$ cat config.mk
export PLATFORM = sky130hd
export DESIGN_NAME = priority_job_queue_tie_order
export DESIGN_NICKNAME = d
export VERILOG_FILES = /design/src/design/pjq_pkg.sv /design/src/design/pjq_slot_mem.sv /design/src/design/priority_job_queue_tie_order.sv
export SDC_FILE = /design/constraint.sdc
export NUM_CORES = 1
export LEC_CHECK = 0
export ABC_AREA = 1
export BUFFER_PORTS_ARGS = -buffer_cell sky130_fd_sc_hd__buf_2
export CORE_MARGIN = 5
export CORE_UTILIZATION = 35
export CTS_CLUSTER_DIAMETER = 120
export DETAILED_ROUTE_END_ITERATION = 16
export HOLD_SLACK_MARGIN = 0.03
export PLACE_DENSITY_LB_ADDON = 0.3
export RECOVER_POWER = 50
export SLEW_MARGIN = 20
export SYNTH_ARGS = -nofsm -noshare
export SYNTH_HDL_FRONTEND = slang
export SYNTH_SLANG_ARGS = --single-unit
$ cat constraint.sdc
create_clock -name clk -period 4.6 [get_ports clk]
set_input_delay 0.23 -clock clk [delete_from_list [all_inputs] [get_ports clk]]
set_output_delay 0.23 -clock clk [all_outputs]
set_load 0.005 [all_outputs]
$ cat src/design/pjq_pkg.sv
// shared types and constants for the priority job queue
// no dependencies; imported by pjq_slot_mem and priority_job_queue_tie_order
`default_nettype none

package pjq_pkg;

    // default sizing
    localparam int DEF_QUEUE_DEPTH = 16;
    localparam int DEF_PRIO_BITS   = 8;

    // fixed field widths
    localparam int TAG_BITS      = 8;
    localparam int PRIO_IN_BITS  = 8;
    localparam int STATUS_BITS   = 2;

    // request codes
    localparam logic ACT_INSERT = 1'b0;
    localparam logic ACT_POP    = 1'b1;

    // result codes
    typedef enum logic [STATUS_BITS-1:0] {
        ST_INSERTED = 2'd0,
        ST_POPPED   = 2'd1,
        ST_FULL     = 2'd2,
        ST_EMPTY    = 2'd3
    } status_t;

endpackage

`default_nettype wire

$ cat src/design/pjq_slot_mem.sv
// slot storage: one write port, one read port, registered read data
// depends on pjq_pkg for default sizing
`default_nettype none

module pjq_slot_mem #(
    parameter int DEPTH = pjq_pkg::DEF_QUEUE_DEPTH,
    parameter int WIDTH = pjq_pkg::DEF_PRIO_BITS + pjq_pkg::TAG_BITS
) (
    input  wire logic                     clk,
    input  wire logic                     wr_en,
    input  wire logic [$clog2(DEPTH)-1:0] wr_addr,
    input  wire logic [WIDTH-1:0]         wr_data,
    input  wire logic                     rd_en,
    input  wire logic [$clog2(DEPTH)-1:0] rd_addr,
    output logic      [WIDTH-1:0]         rd_data
);
    import pjq_pkg::*;

    logic [WIDTH-1:0] slot_array [DEPTH];
    logic [WIDTH-1:0] rd_data_reg;

    // write port
    always_ff @(posedge clk)
    begin
        if (wr_en)
        begin
            slot_array[wr_addr] <= wr_data;
        end
    end

    // read port, registered read data
    always_ff @(posedge clk)
    begin
        if (rd_en)
        begin
            rd_data_reg <= slot_array[rd_addr];
        end
    end

    assign rd_data = rd_data_reg;

endmodule

`default_nettype wire

$ cat src/design/priority_job_queue_tie_order.sv
// bounded job queue sorted by ascending priority, with fifo or lifo order among equals
// depends on pjq_pkg and pjq_slot_mem
//
// Jobs are kept sorted in a single-port-read slot memory, head at slot 0. Every
// request gives exactly one result. An insert into a queue holding N jobs walks
// from the tail toward the head, moving one slot up per cycle until it finds its
// place. An insert into an empty queue writes slot 0 directly. A pop reads the
// head and shifts the remaining N-1 jobs down. A full insert or an empty pop only
// reports its status. A result that finds the output register still holding an
// unread result waits until that register is free. A finished result waits in an
// output register, so the next request is taken while it is still unread. The
// user must write the tie_order register (cfg_data) only while the queue is idle;
// the block itself does not enforce it.
`default_nettype none

module priority_job_queue_tie_order #(
    parameter int QUEUE_DEPTH = pjq_pkg::DEF_QUEUE_DEPTH,
    parameter int PRIO_BITS   = pjq_pkg::DEF_PRIO_BITS
) (
    input  wire logic                              clk,
    input  wire logic                              rst_n,
    // configuration
    input  wire logic                              cfg_valid,
    output logic                                   cfg_ready,
    input  wire logic                              cfg_data,
    // requests
    input  wire logic                              in_valid,
    output logic                                   in_ready,
    input  wire logic                              action,
    input  wire logic [pjq_pkg::PRIO_IN_BITS-1:0]  priority_req,
    input  wire logic [pjq_pkg::TAG_BITS-1:0]      job_tag,
    // results
    output logic                                   out_valid,
    input  wire logic                              out_ready,
    output pjq_pkg::status_t                       status,
    output logic      [pjq_pkg::TAG_BITS-1:0]      out_tag,
    output logic      [pjq_pkg::PRIO_IN_BITS-1:0]  out_priority,
    output logic      [$clog2(QUEUE_DEPTH+1)-1:0]  occupancy
);
    import pjq_pkg::*;

    localparam int IDX_BITS   = $clog2(QUEUE_DEPTH);
    localparam int CNT_BITS   = $clog2(QUEUE_DEPTH + 1);
    localparam int SPB        = (PRIO_BITS < PRIO_IN_BITS) ? PRIO_BITS : PRIO_IN_BITS;
    localparam int ENTRY_BITS = SPB + TAG_BITS;

    typedef enum logic [2:0] {
        S_IDLE,
        S_INS,
        S_INS_HEAD,
        S_POP_HEAD,
        S_POP_SHIFT,
        S_RESULT
    } state_t;

    state_t                  state_reg;
    logic [CNT_BITS-1:0]     count_reg;
    logic [IDX_BITS-1:0]     idx_reg;
    logic                    tie_order_reg;
    logic [SPB-1:0]          prio_reg;
    logic [TAG_BITS-1:0]     tag_reg;
    status_t                 res_status_reg;
    logic [TAG_BITS-1:0]     res_tag_reg;
    logic [SPB-1:0]          res_prio_reg;

    logic                    out_valid_reg;
    status_t                 status_reg;
    logic [TAG_BITS-1:0]     out_tag_reg;
    logic [PRIO_IN_BITS-1:0] out_prio_reg;
    logic [CNT_BITS-1:0]     occupancy_reg;

    logic                    wr_en;
    logic [IDX_BITS-1:0]     wr_addr;
    logic [ENTRY_BITS-1:0]   wr_data;
    logic                    rd_en;
    logic [IDX_BITS-1:0]     rd_addr;
    logic [ENTRY_BITS-1:0]   rd_data;

    logic                    in_xfer;
    logic                    out_free;
    logic                    q_empty;
    logic                    q_full;
    logic [SPB-1:0]          in_prio;
    logic [SPB-1:0]          rd_prio;
    logic [TAG_BITS-1:0]     rd_tag;
    logic                    slot_moves;
    logic                    idx_zero;
    logic                    idx_last;
    logic [IDX_BITS-1:0]     idx_up;
    logic [IDX_BITS-1:0]     idx_down;
    logic [IDX_BITS-1:0]     tail_idx;

    pjq_slot_mem #(
        .DEPTH (QUEUE_DEPTH),
        .WIDTH (ENTRY_BITS)
    ) u_slot_mem (
        .clk     (clk),
        .wr_en   (wr_en),
        .wr_addr (wr_addr),
        .wr_data (wr_data),
        .rd_en   (rd_en),
        .rd_addr (rd_addr),
        .rd_data (rd_data)
    );

    // handshake and helper terms
    assign cfg_ready = 1'b1;
    assign in_ready  = (state_reg == S_IDLE);
    assign in_xfer   = in_valid && in_ready;
    assign out_free  = !out_valid_reg || out_ready;
    assign q_empty   = (count_reg == '0);
    assign q_full    = (count_reg == CNT_BITS'(QUEUE_DEPTH));
    assign in_prio   = priority_req[SPB-1:0];
    assign rd_prio   = rd_data[TAG_BITS +: SPB];
    assign rd_tag    = rd_data[TAG_BITS-1:0];
    assign idx_zero  = (idx_reg == '0);
    assign idx_last  = ((CNT_BITS'(idx_reg) + CNT_BITS'(1)) == count_reg);
    assign idx_up    = IDX_BITS'(idx_reg + 1'b1);
    assign idx_down  = IDX_BITS'(idx_reg - 1'b1);
    assign tail_idx  = IDX_BITS'(count_reg - 1'b1);

    // an examined slot moves up when the new job belongs ahead of it
    assign slot_moves = tie_order_reg ? (rd_prio >= prio_reg) : (rd_prio > prio_reg);

    // slot memory access per walk step
    always_comb
    begin
        wr_en   = 1'b0;
        wr_addr = '0;
        wr_data = {prio_reg, tag_reg};
        rd_en   = 1'b0;
        rd_addr = '0;
        unique case (state_reg)
            S_IDLE:
            begin
                if (in_xfer && action == ACT_INSERT && q_empty)
                begin
                    wr_en   = 1'b1;
                    wr_data = {in_prio, job_tag};
                end
                else if (in_xfer && action == ACT_INSERT && !q_full)
                begin
                    rd_en   = 1'b1;
                    rd_addr = tail_idx;
                end
                else if (in_xfer && action == ACT_POP && !q_empty)
                begin
                    rd_en = 1'b1;
                end
            end
            S_INS:
            begin
                wr_en   = 1'b1;
                wr_addr = idx_up;
                if (slot_moves)
                begin
                    wr_data = rd_data;
                    rd_en   = !idx_zero;
                    rd_addr = idx_down;
                end
            end
            S_INS_HEAD:
            begin
                wr_en = 1'b1;
            end
            S_POP_HEAD:
            begin
                rd_en   = (count_reg != CNT_BITS'(1));
                rd_addr = IDX_BITS'(1);
            end
            S_POP_SHIFT:
            begin
                wr_en   = 1'b1;
                wr_addr = idx_down;
                wr_data = rd_data;
                rd_en   = !idx_last;
                rd_addr = idx_up;
            end
            S_RESULT:
            begin
                wr_en = 1'b0;
            end
            default:
            begin
                wr_en = 1'b0;
            end
        endcase
    end

    // sequencer, count, config and output register
    always_ff @(posedge clk or negedge rst_n)
    begin
        if (!rst_n)
        begin
            state_reg      <= S_IDLE;
            count_reg      <= '0;
            idx_reg        <= '0;
            tie_order_reg  <= 1'b0;
            res_status_reg <= ST_INSERTED;
            out_valid_reg  <= 1'b0;
        end
        else
        begin
            // config write
            if (cfg_valid && cfg_ready)
            begin
                tie_order_reg <= cfg_data;
            end

            // result transfer; a waiting result reloads the register itself
            if (out_valid_reg && out_ready && state_reg != S_RESULT)
            begin
                out_valid_reg <= 1'b0;
            end

            unique case (state_reg)
                S_IDLE:
                begin
                    if (in_xfer)
                    begin
                        prio_reg     <= in_prio;
                        tag_reg      <= job_tag;
                        res_tag_reg  <= '0;
                        res_prio_reg <= '0;
                        idx_reg      <= '0;
                        if (action == ACT_INSERT)
                        begin
                            if (q_full)
                            begin
                                res_status_reg <= ST_FULL;
                                state_reg      <= S_RESULT;
                            end
                            else if (q_empty)
                            begin
                                res_status_reg <= ST_INSERTED;
                                count_reg      <= CNT_BITS'(1);
                                state_reg      <= S_RESULT;
                            end
                            else
                            begin
                                res_status_reg <= ST_INSERTED;
                                idx_reg        <= tail_idx;
                                state_reg      <= S_INS;
                            end
                        end
                        else
                        begin
                            if (q_empty)
                            begin
                                res_status_reg <= ST_EMPTY;
                                state_reg      <= S_RESULT;
                            end
                            else
                            begin
                                res_status_reg <= ST_POPPED;
                                state_reg      <= S_POP_HEAD;
                            end
                        end
                    end
                end
                S_INS:
                begin
                    if (!slot_moves)
                    begin
                        count_reg <= CNT_BITS'(count_reg + 1'b1);
                        state_reg <= S_RESULT;
                    end
                    else if (idx_zero)
                    begin
                        state_reg <= S_INS_HEAD;
                    end
                    else
                    begin
                        idx_reg <= idx_down;
                    end
                end
                S_INS_HEAD:
                begin
                    count_reg <= CNT_BITS'(count_reg + 1'b1);
                    state_reg <= S_RESULT;
                end
                S_POP_HEAD:
                begin
                    res_tag_reg  <= rd_tag;
                    res_prio_reg <= rd_prio;
                    if (count_reg == CNT_BITS'(1))
                    begin
                        count_reg <= '0;
                        state_reg <= S_RESULT;
                    end
                    else
                    begin
                        idx_reg   <= IDX_BITS'(1);
                        state_reg <= S_POP_SHIFT;
                    end
                end
                S_POP_SHIFT:
                begin
                    if (idx_last)
                    begin
                        count_reg <= CNT_BITS'(count_reg - 1'b1);
                        state_reg <= S_RESULT;
                    end
                    else
                    begin
                        idx_reg <= idx_up;
                    end
                end
                S_RESULT:
                begin
                    if (out_free)
                    begin
                        out_valid_reg <= 1'b1;
                        status_reg    <= res_status_reg;
                        out_tag_reg   <= res_tag_reg;
                        out_prio_reg  <= PRIO_IN_BITS'(res_prio_reg);
                        occupancy_reg <= count_reg;
                        state_reg     <= S_IDLE;
                    end
                end
                default:
                begin
                    state_reg <= S_IDLE;
                end
            endcase
        end
    end

    assign out_valid    = out_valid_reg;
    assign status       = status_reg;
    assign out_tag      = out_tag_reg;
    assign out_priority = out_prio_reg;
    assign occupancy    = occupancy_reg;

    // occupancy never passes the slot count
    a_count_bound: assert property (@(posedge clk) disable iff (!rst_n)
        count_reg <= CNT_BITS'(QUEUE_DEPTH))
        else $error("job count above queue depth");

    // a walk step never reads the slot it writes
    a_no_same_slot: assert property (@(posedge clk) disable iff (!rst_n)
        (wr_en && rd_en) |-> (wr_addr != rd_addr))
        else $error("slot read and written in the same cycle");

    // a pop of an empty queue reports empty and leaves the count alone
    a_empty_pop: assert property (@(posedge clk) disable iff (!rst_n)
        (in_xfer && action == ACT_POP && q_empty)
        |=> (res_status_reg == ST_EMPTY && count_reg == '0))
        else $error("empty pop mishandled");

    // a loaded result carries the count left by its request
    a_occ_loaded: assert property (@(posedge clk) disable iff (!rst_n)
        (state_reg == S_RESULT && out_free)
        |=> (out_valid_reg && occupancy_reg == $past(count_reg)))
        else $error("result occupancy mismatch");

    // the count moves by at most one per request
    a_count_step: assert property (@(posedge clk) disable iff (!rst_n)
        (count_reg != $past(count_reg))
        |-> (count_reg == CNT_BITS'($past(count_reg) + 1'b1)
            || CNT_BITS'(count_reg + 1'b1) == $past(count_reg)))
        else $error("job count jumped");

endmodule

`default_nettype wire
; Word level (Yosys, flattened, before mapping)
; Memory sizes are Yosys's and may differ from the RTL's. A register that Yosys moved wholly into a read port is not among the register bits.
; Index checks and enable logic that the tools add are counted.
[totals]
mem_count = 1
in_bits = 23
wordCells = 129
register_bits = 71
out_inout_bits = 26
mem_bits_rw = 256
[op_classes]
bitwise = 1
n_mux = 55
n_eq_ne = 23
n_lt_le_gt_ge = 2
n_addsub = 5
reduce_logical = 28
[mem_list]
columns = name, depth, word_bits, rd, rd_ports_with_merged_regs, wr, line
row1 = u_slot_mem.slot_array, 16, 16, 1, 1, 1, pjq_slot_mem.sv:19  ; logic [WIDTH-1:0] slot_array [DEPTH];
[ops]
columns = cell, n
row1 = $pmux 16 s3, 1
row2 = $mux 4, 11
row3 = $mux 5, 7
row4 = $mux 16, 2
row5 = $pmux 4 s4, 2
row6 = $pmux 8 s2, 2
row7 = $mux 3, 9
row8 = $pmux 5 s5, 1
row9 = $ne 2x2->1 const B, 10
row10 = $pmux 3 s6, 1
row11 = $mux 1, 12
row12 = $reduce_and 3->1, 3
row13 = $ge 8x8->1, 1
row14 = $gt 8x8->1, 1
row15 = $logic_and 1x1->1, 8
row16 = $mux 8, 1
row17 = $pmux 4 s2, 1
row18 = $reduce_and 8->1, 1
row19 = $eq 3x2->1 const B, 2
row20 = $eq 3x3->1 const B, 2
row21 = $mux 2, 3
row22 = $ne 3x3->1 const B, 2
row23 = $reduce_and 6->1, 1
row24 = $add 4x1->5 const B, 1
row25 = 24 further kinds, 29

; Depth between registers and ports, before layout
[logic_depth]
word_depth = 8
depth_mapped = 18
mapped_depth_nobuf = 16

; Modules after synthesis
; A second synthesis with hierarchy kept.
[hier_totals]
cells_unflattened = 1573
hier_area_um2 = 15742.6
[by_module_without_submodules]
columns = module, area_per_inst_um2, cells_each, n_inst, seq_area_each_um2
row1 = pjq_slot_mem, 11546.1, 1075, 1, 8167.8
row2 = priority_job_queue_tie_order, 4196.5, 498, 1, 2052.0

; Least setup slack after synthesis
; Ideal clock, no wire load.
[synth_timing]
path_type = reg2reg
start = register count_reg[0]
end = memory u_slot_mem.slot_array[0][0] in the netlist's numbering, enable pin
period_less_slack_ns = 3.094
t_arrival_ns = 2.685
setup_slack_ns = 1.506
required_time_ns = 4.191
setup_time_ns = 0.409
path_stages_with_launch = 10
cell_sequence = dfrtp_1 inv_1 ha_1 nand2_1 nor2_1 inv_1 nor2_4 buf_2 nor2_1 nor3_1
[synth_between]
elab_chain_cells = 6
[synth_rtl]
columns = element, line
row1 = from (decl), priority_job_queue_tie_order.sv:57  ; logic [CNT_BITS-1:0] count_reg;
row2 = from (signal assigned), priority_job_queue_tie_order.sv:265  ; count_reg <= CNT_BITS'(count_reg + 1'b1);
row3 = from (signal assigned), priority_job_queue_tie_order.sv:279  ; count_reg <= CNT_BITS'(count_reg + 1'b1);
row4 = from (signal assigned), priority_job_queue_tie_order.sv:301  ; count_reg <= CNT_BITS'(count_reg - 1'b1);
row5 = $logic_not 5->1, priority_job_queue_tie_order.sv:111  ; assign q_empty = (count_reg == '0);
row6 = $logic_and 1x1->1, priority_job_queue_tie_order.sv:136  ; if (in_xfer && action == ACT_INSERT && q_empty)
row7 = $mux 1, priority_job_queue_tie_order.sv:136
row8 = $pmux 1 s2, priority_job_queue_tie_order.sv:133  ; unique case (state_reg)
row9 = $mux 1, pjq_slot_mem.sv:25  ; if (wr_en)
row10 = $mux 1 (implied by the code), pjq_slot_mem.sv:27  ; slot_array[wr_addr] <= wr_data;
row11 = to (decl), pjq_slot_mem.sv:19
; Every way passes these cells.

; Worst setup path after layout
[layout_timing]
start = register state_reg[1]
end = memory u_slot_mem.slot_array[11][7] in the netlist's numbering, enable pin
[layout_between]
elab_chain_cells = 8
[layout_rtl]
columns = element, line
row1 = from (decl), priority_job_queue_tie_order.sv:56  ; state_t state_reg;
row2 = from (signal assigned), priority_job_queue_tie_order.sv:195  ; state_reg <= S_IDLE;
row3 = from (signal assigned), priority_job_queue_tie_order.sv:231  ; state_reg <= S_RESULT;
row4 = from (signal assigned), priority_job_queue_tie_order.sv:237  ; state_reg <= S_RESULT;
row5 = $logic_not 3->1, "priority_job_queue_tie_order.sv:108, priority_job_queue_tie_order.sv:133"
row6 = $logic_and 1x1->1, priority_job_queue_tie_order.sv:109  ; assign in_xfer = in_valid && in_ready;
row7 = $logic_and 1x1->1 (2 in a row), priority_job_queue_tie_order.sv:136
row8 = $mux 1, priority_job_queue_tie_order.sv:136
row9 = $pmux 1 s2, priority_job_queue_tie_order.sv:133
row10 = $mux 1, pjq_slot_mem.sv:25
row11 = $mux 1 (implied by the code), pjq_slot_mem.sv:27
; Several ways; a longest one is shown, not always the timed one.

==> metrics <==
outcome finished, violations left; failing checks capacitance limit, slew limit; Final nets 1,614; Total Wirelength 40,700 um; chip height 223 um; Final period util 86.6%; Die Wd 223 um; drt drc 0; unrepaired setup endpoints after global routing false; worst endpoint data arrival time 4100 ps; Max Clk Rate 0.251 GHz; CP cell instances inv_1 -> nand3_1 -> o22ai_1 -> nand2_1 -> nor2_2 -> clkbuf_1; most common cell after layout, fill and taps aside edfxtp_1; type of the most critical hold path input pin to flop; Starting Density 35.1%; final core utilization 39.8%; Hold Crit Start in_valid; First-pass DRT Iterations 7; Required @ worst endpoint 4710 ps; global-route wire length before repair 62,800 um; PD cells 807 nW/um^2; slowest CP cell clkbuf_1; Max Slew Vio Count 51; Final ANT Viol Nets 0; initial antenna violation count 0; Area Growth Syn to Fin 13.5%; Final Cell Area 18,000 sq um; core area 45,100 sq um; max reg flops 256; WL met2 18,700 um; CTS tree done; diodes inserted 0; dpl cell area 16,800 sq um; Setup TNS 0 ps; switching portion of total power 41.6%; initial DRC count 1,004; Top Layer Used met4; die area 49,600 sq um; Reg clk slew, reported paths 60 ps; Synth Cell Area 15,800 sq um; Layout Cells excl Fill 2,198; placed insts 2,117; VDD IR-drop max 0.000629 V; critical path fanouts, max 20; cell count after synthesis 1,503; routed via count 11,000; Reg-to-Reg Start state_reg[1]; post-synth cell types 39; Leakage 7.16 nW; setup skew after layout 16.6 ps; Routed met3 length 3060 um; share of layout cells above drive strength 1 7.95%; Slew headroom -40.3%; logic gate share of total power 43.4%; routed wire length per instance 18.5 um; Synthesized Nets 1,540; Least-Margin Pin Slew 2090 ps; crit path time final 3990 ps; clock power share 18.9%; via/cell ratio 5.00; post-synthesis sequential area ratio 64.6%; H-tree depth 2; P_int 0.00847 W; Startpoint Class flop; number of buffers created by CTS 37; Top Ports 49; All-Layer GR Usage 16.1%; CTS root buf clkbuf_16; Crit. End Element flop; Post-DP HPWL 23,200 um; Seq pwr share 37.7%; CP max stage delay 1230 ps; Fin. Hold Viols 0; commonest non-fill, non-tap cells in the layout 327 x edfxtp_1, 304 x nand3_1, 258 x inv_1, 230 x nand2_1, 64 x nand3b_1; Yosys reg bits 343; total grt overflow 0; Max-Cap Viols 3; average size of a mapped cell 10.5 sq um; routability cong. 0.850; largest net degree at the start of global routing 129; TritonCTS Sinks 343; critical path class flop to flop; Psw 0.00603 W; worst-skew pair later-pin latency 530 ps; Cell Rows 78; Port Buffers 47; Pwr Total 0.0145 W; met1 wire length 17,900 um; Synthesis Warnings 0; clock buffer depth 3; vias in the first global route 10,700; Final Setup Violations 0; CP startpoint state_reg[1]
path summary, 6_finish.rpt:
check | endpoint | slack (ps) | depth (start not counted)
setup / recovery | u_slot_mem.slot_array[11][7] | 610 | 6
hold / removal | res_status_reg[1] | 120 | 4
setup reg to reg | u_slot_mem.slot_array[11][7] | 610 | 6
hold reg to reg | out_priority[4] | 420 | 0
max in group asynchronous | idx_reg[3] | 3550 | 2
min in group asynchronous | count_reg[1] | 420 | 2
synth_stat cells (all sizes together):
cell	number	area, sq um
a211oi	1	7.51
a21boi	1	11.3
a21oi	41	205
a221oi	2	17.5
a311oi	1	8.76
a31oi	17	106
buf	73	445
clkbuf	6	23.8
conb	1	3.75
dfrtp	16	400
edfxtp	327	9820
ha	14	175
inv	264	993
nand2	234	906
nand3	307	1550
nand3b	64	480
nand4	4	25.0
nor2	71	304
nor3	8	40.0
nor4	1	6.26
o211ai	1	7.51
o21a	1	7.51
o21ai	36	180
o21bai	1	7.51
o22ai	4	25.0
o32ai	1	8.76
xnor2	2	17.5
xor2	4	35.0
kinds of logic after synthesis:
group	synth area share, %
DFF	64.6
adders and majority gates	1.11
buffers and inverters	9.25
other	0.0237
xor gates and xnor gates	0.332
AOI/OAI and AO/OA	3.75
and+or+nand+nor	20.9
routing by layer:
| layer | up-vias | GRT usage, % |
|---|---|---|
| li1 | 5233 | - |
| met5 | - | 0 |
| met4 | 0 | 4.47 |
| met1 | 5284 | 22.3 |
| met2 | 397 | 26.1 |
| met3 | 77 | 2.84 |
final cells by class:
| type | instances | area (sq um) |
|---|---|---|
| flip-flops and latches | 343 | 10200 |
| well taps | 600 | 751 |
| fillers | 4395 | 27100 |
| clock inverters | 15 | 103 |
| inverters | 264 | 993 |
| multi-input cells | 817 | 4200 |
| clock buffers | 45 | 987 |
| repair buffers | 114 | 709 |
stage by stage:
stage | setup WS (ps) | hold slack (ps)
2_1_floorplan | 1510 | -65.6
3_3_place_gp | 1110 | 188
3_5_place_dp | 1060 | 190
4_1_cts | 1030 | 91.8
5_1_grt | 466 | 135
6_report | 615 | 116
power groups by stage:
stage,registers (W),logic [W],clock network (W)
floorplan,0.00541,0.00430,0
global placement,0.00549,0.00631,0
detailed placement,0.00551,0.00638,0
CTS,0.00544,0.00643,0.00281
global route,0.00554,0.00700,0.00292
finish,0.00547,0.00629,0.00274
critical path, delay by kind of cell (launching register included):
kind / cells / cell delay, ps
and+or+nand+nor: 3 / 950
AOI/OAI and AO/OA: 1 / 410
buffers and inverters: 2 / 1780
DFF: 1 / 410
repair_timing:
action,CTS,global route
gates resized for setup,0,0
endpoints found under the setup margin,0,0
hold endpoints to repair,34,0
setup buffers,0,0
hold buffers,21,0
No activity file was read; power rests on OpenSTA's default activity.
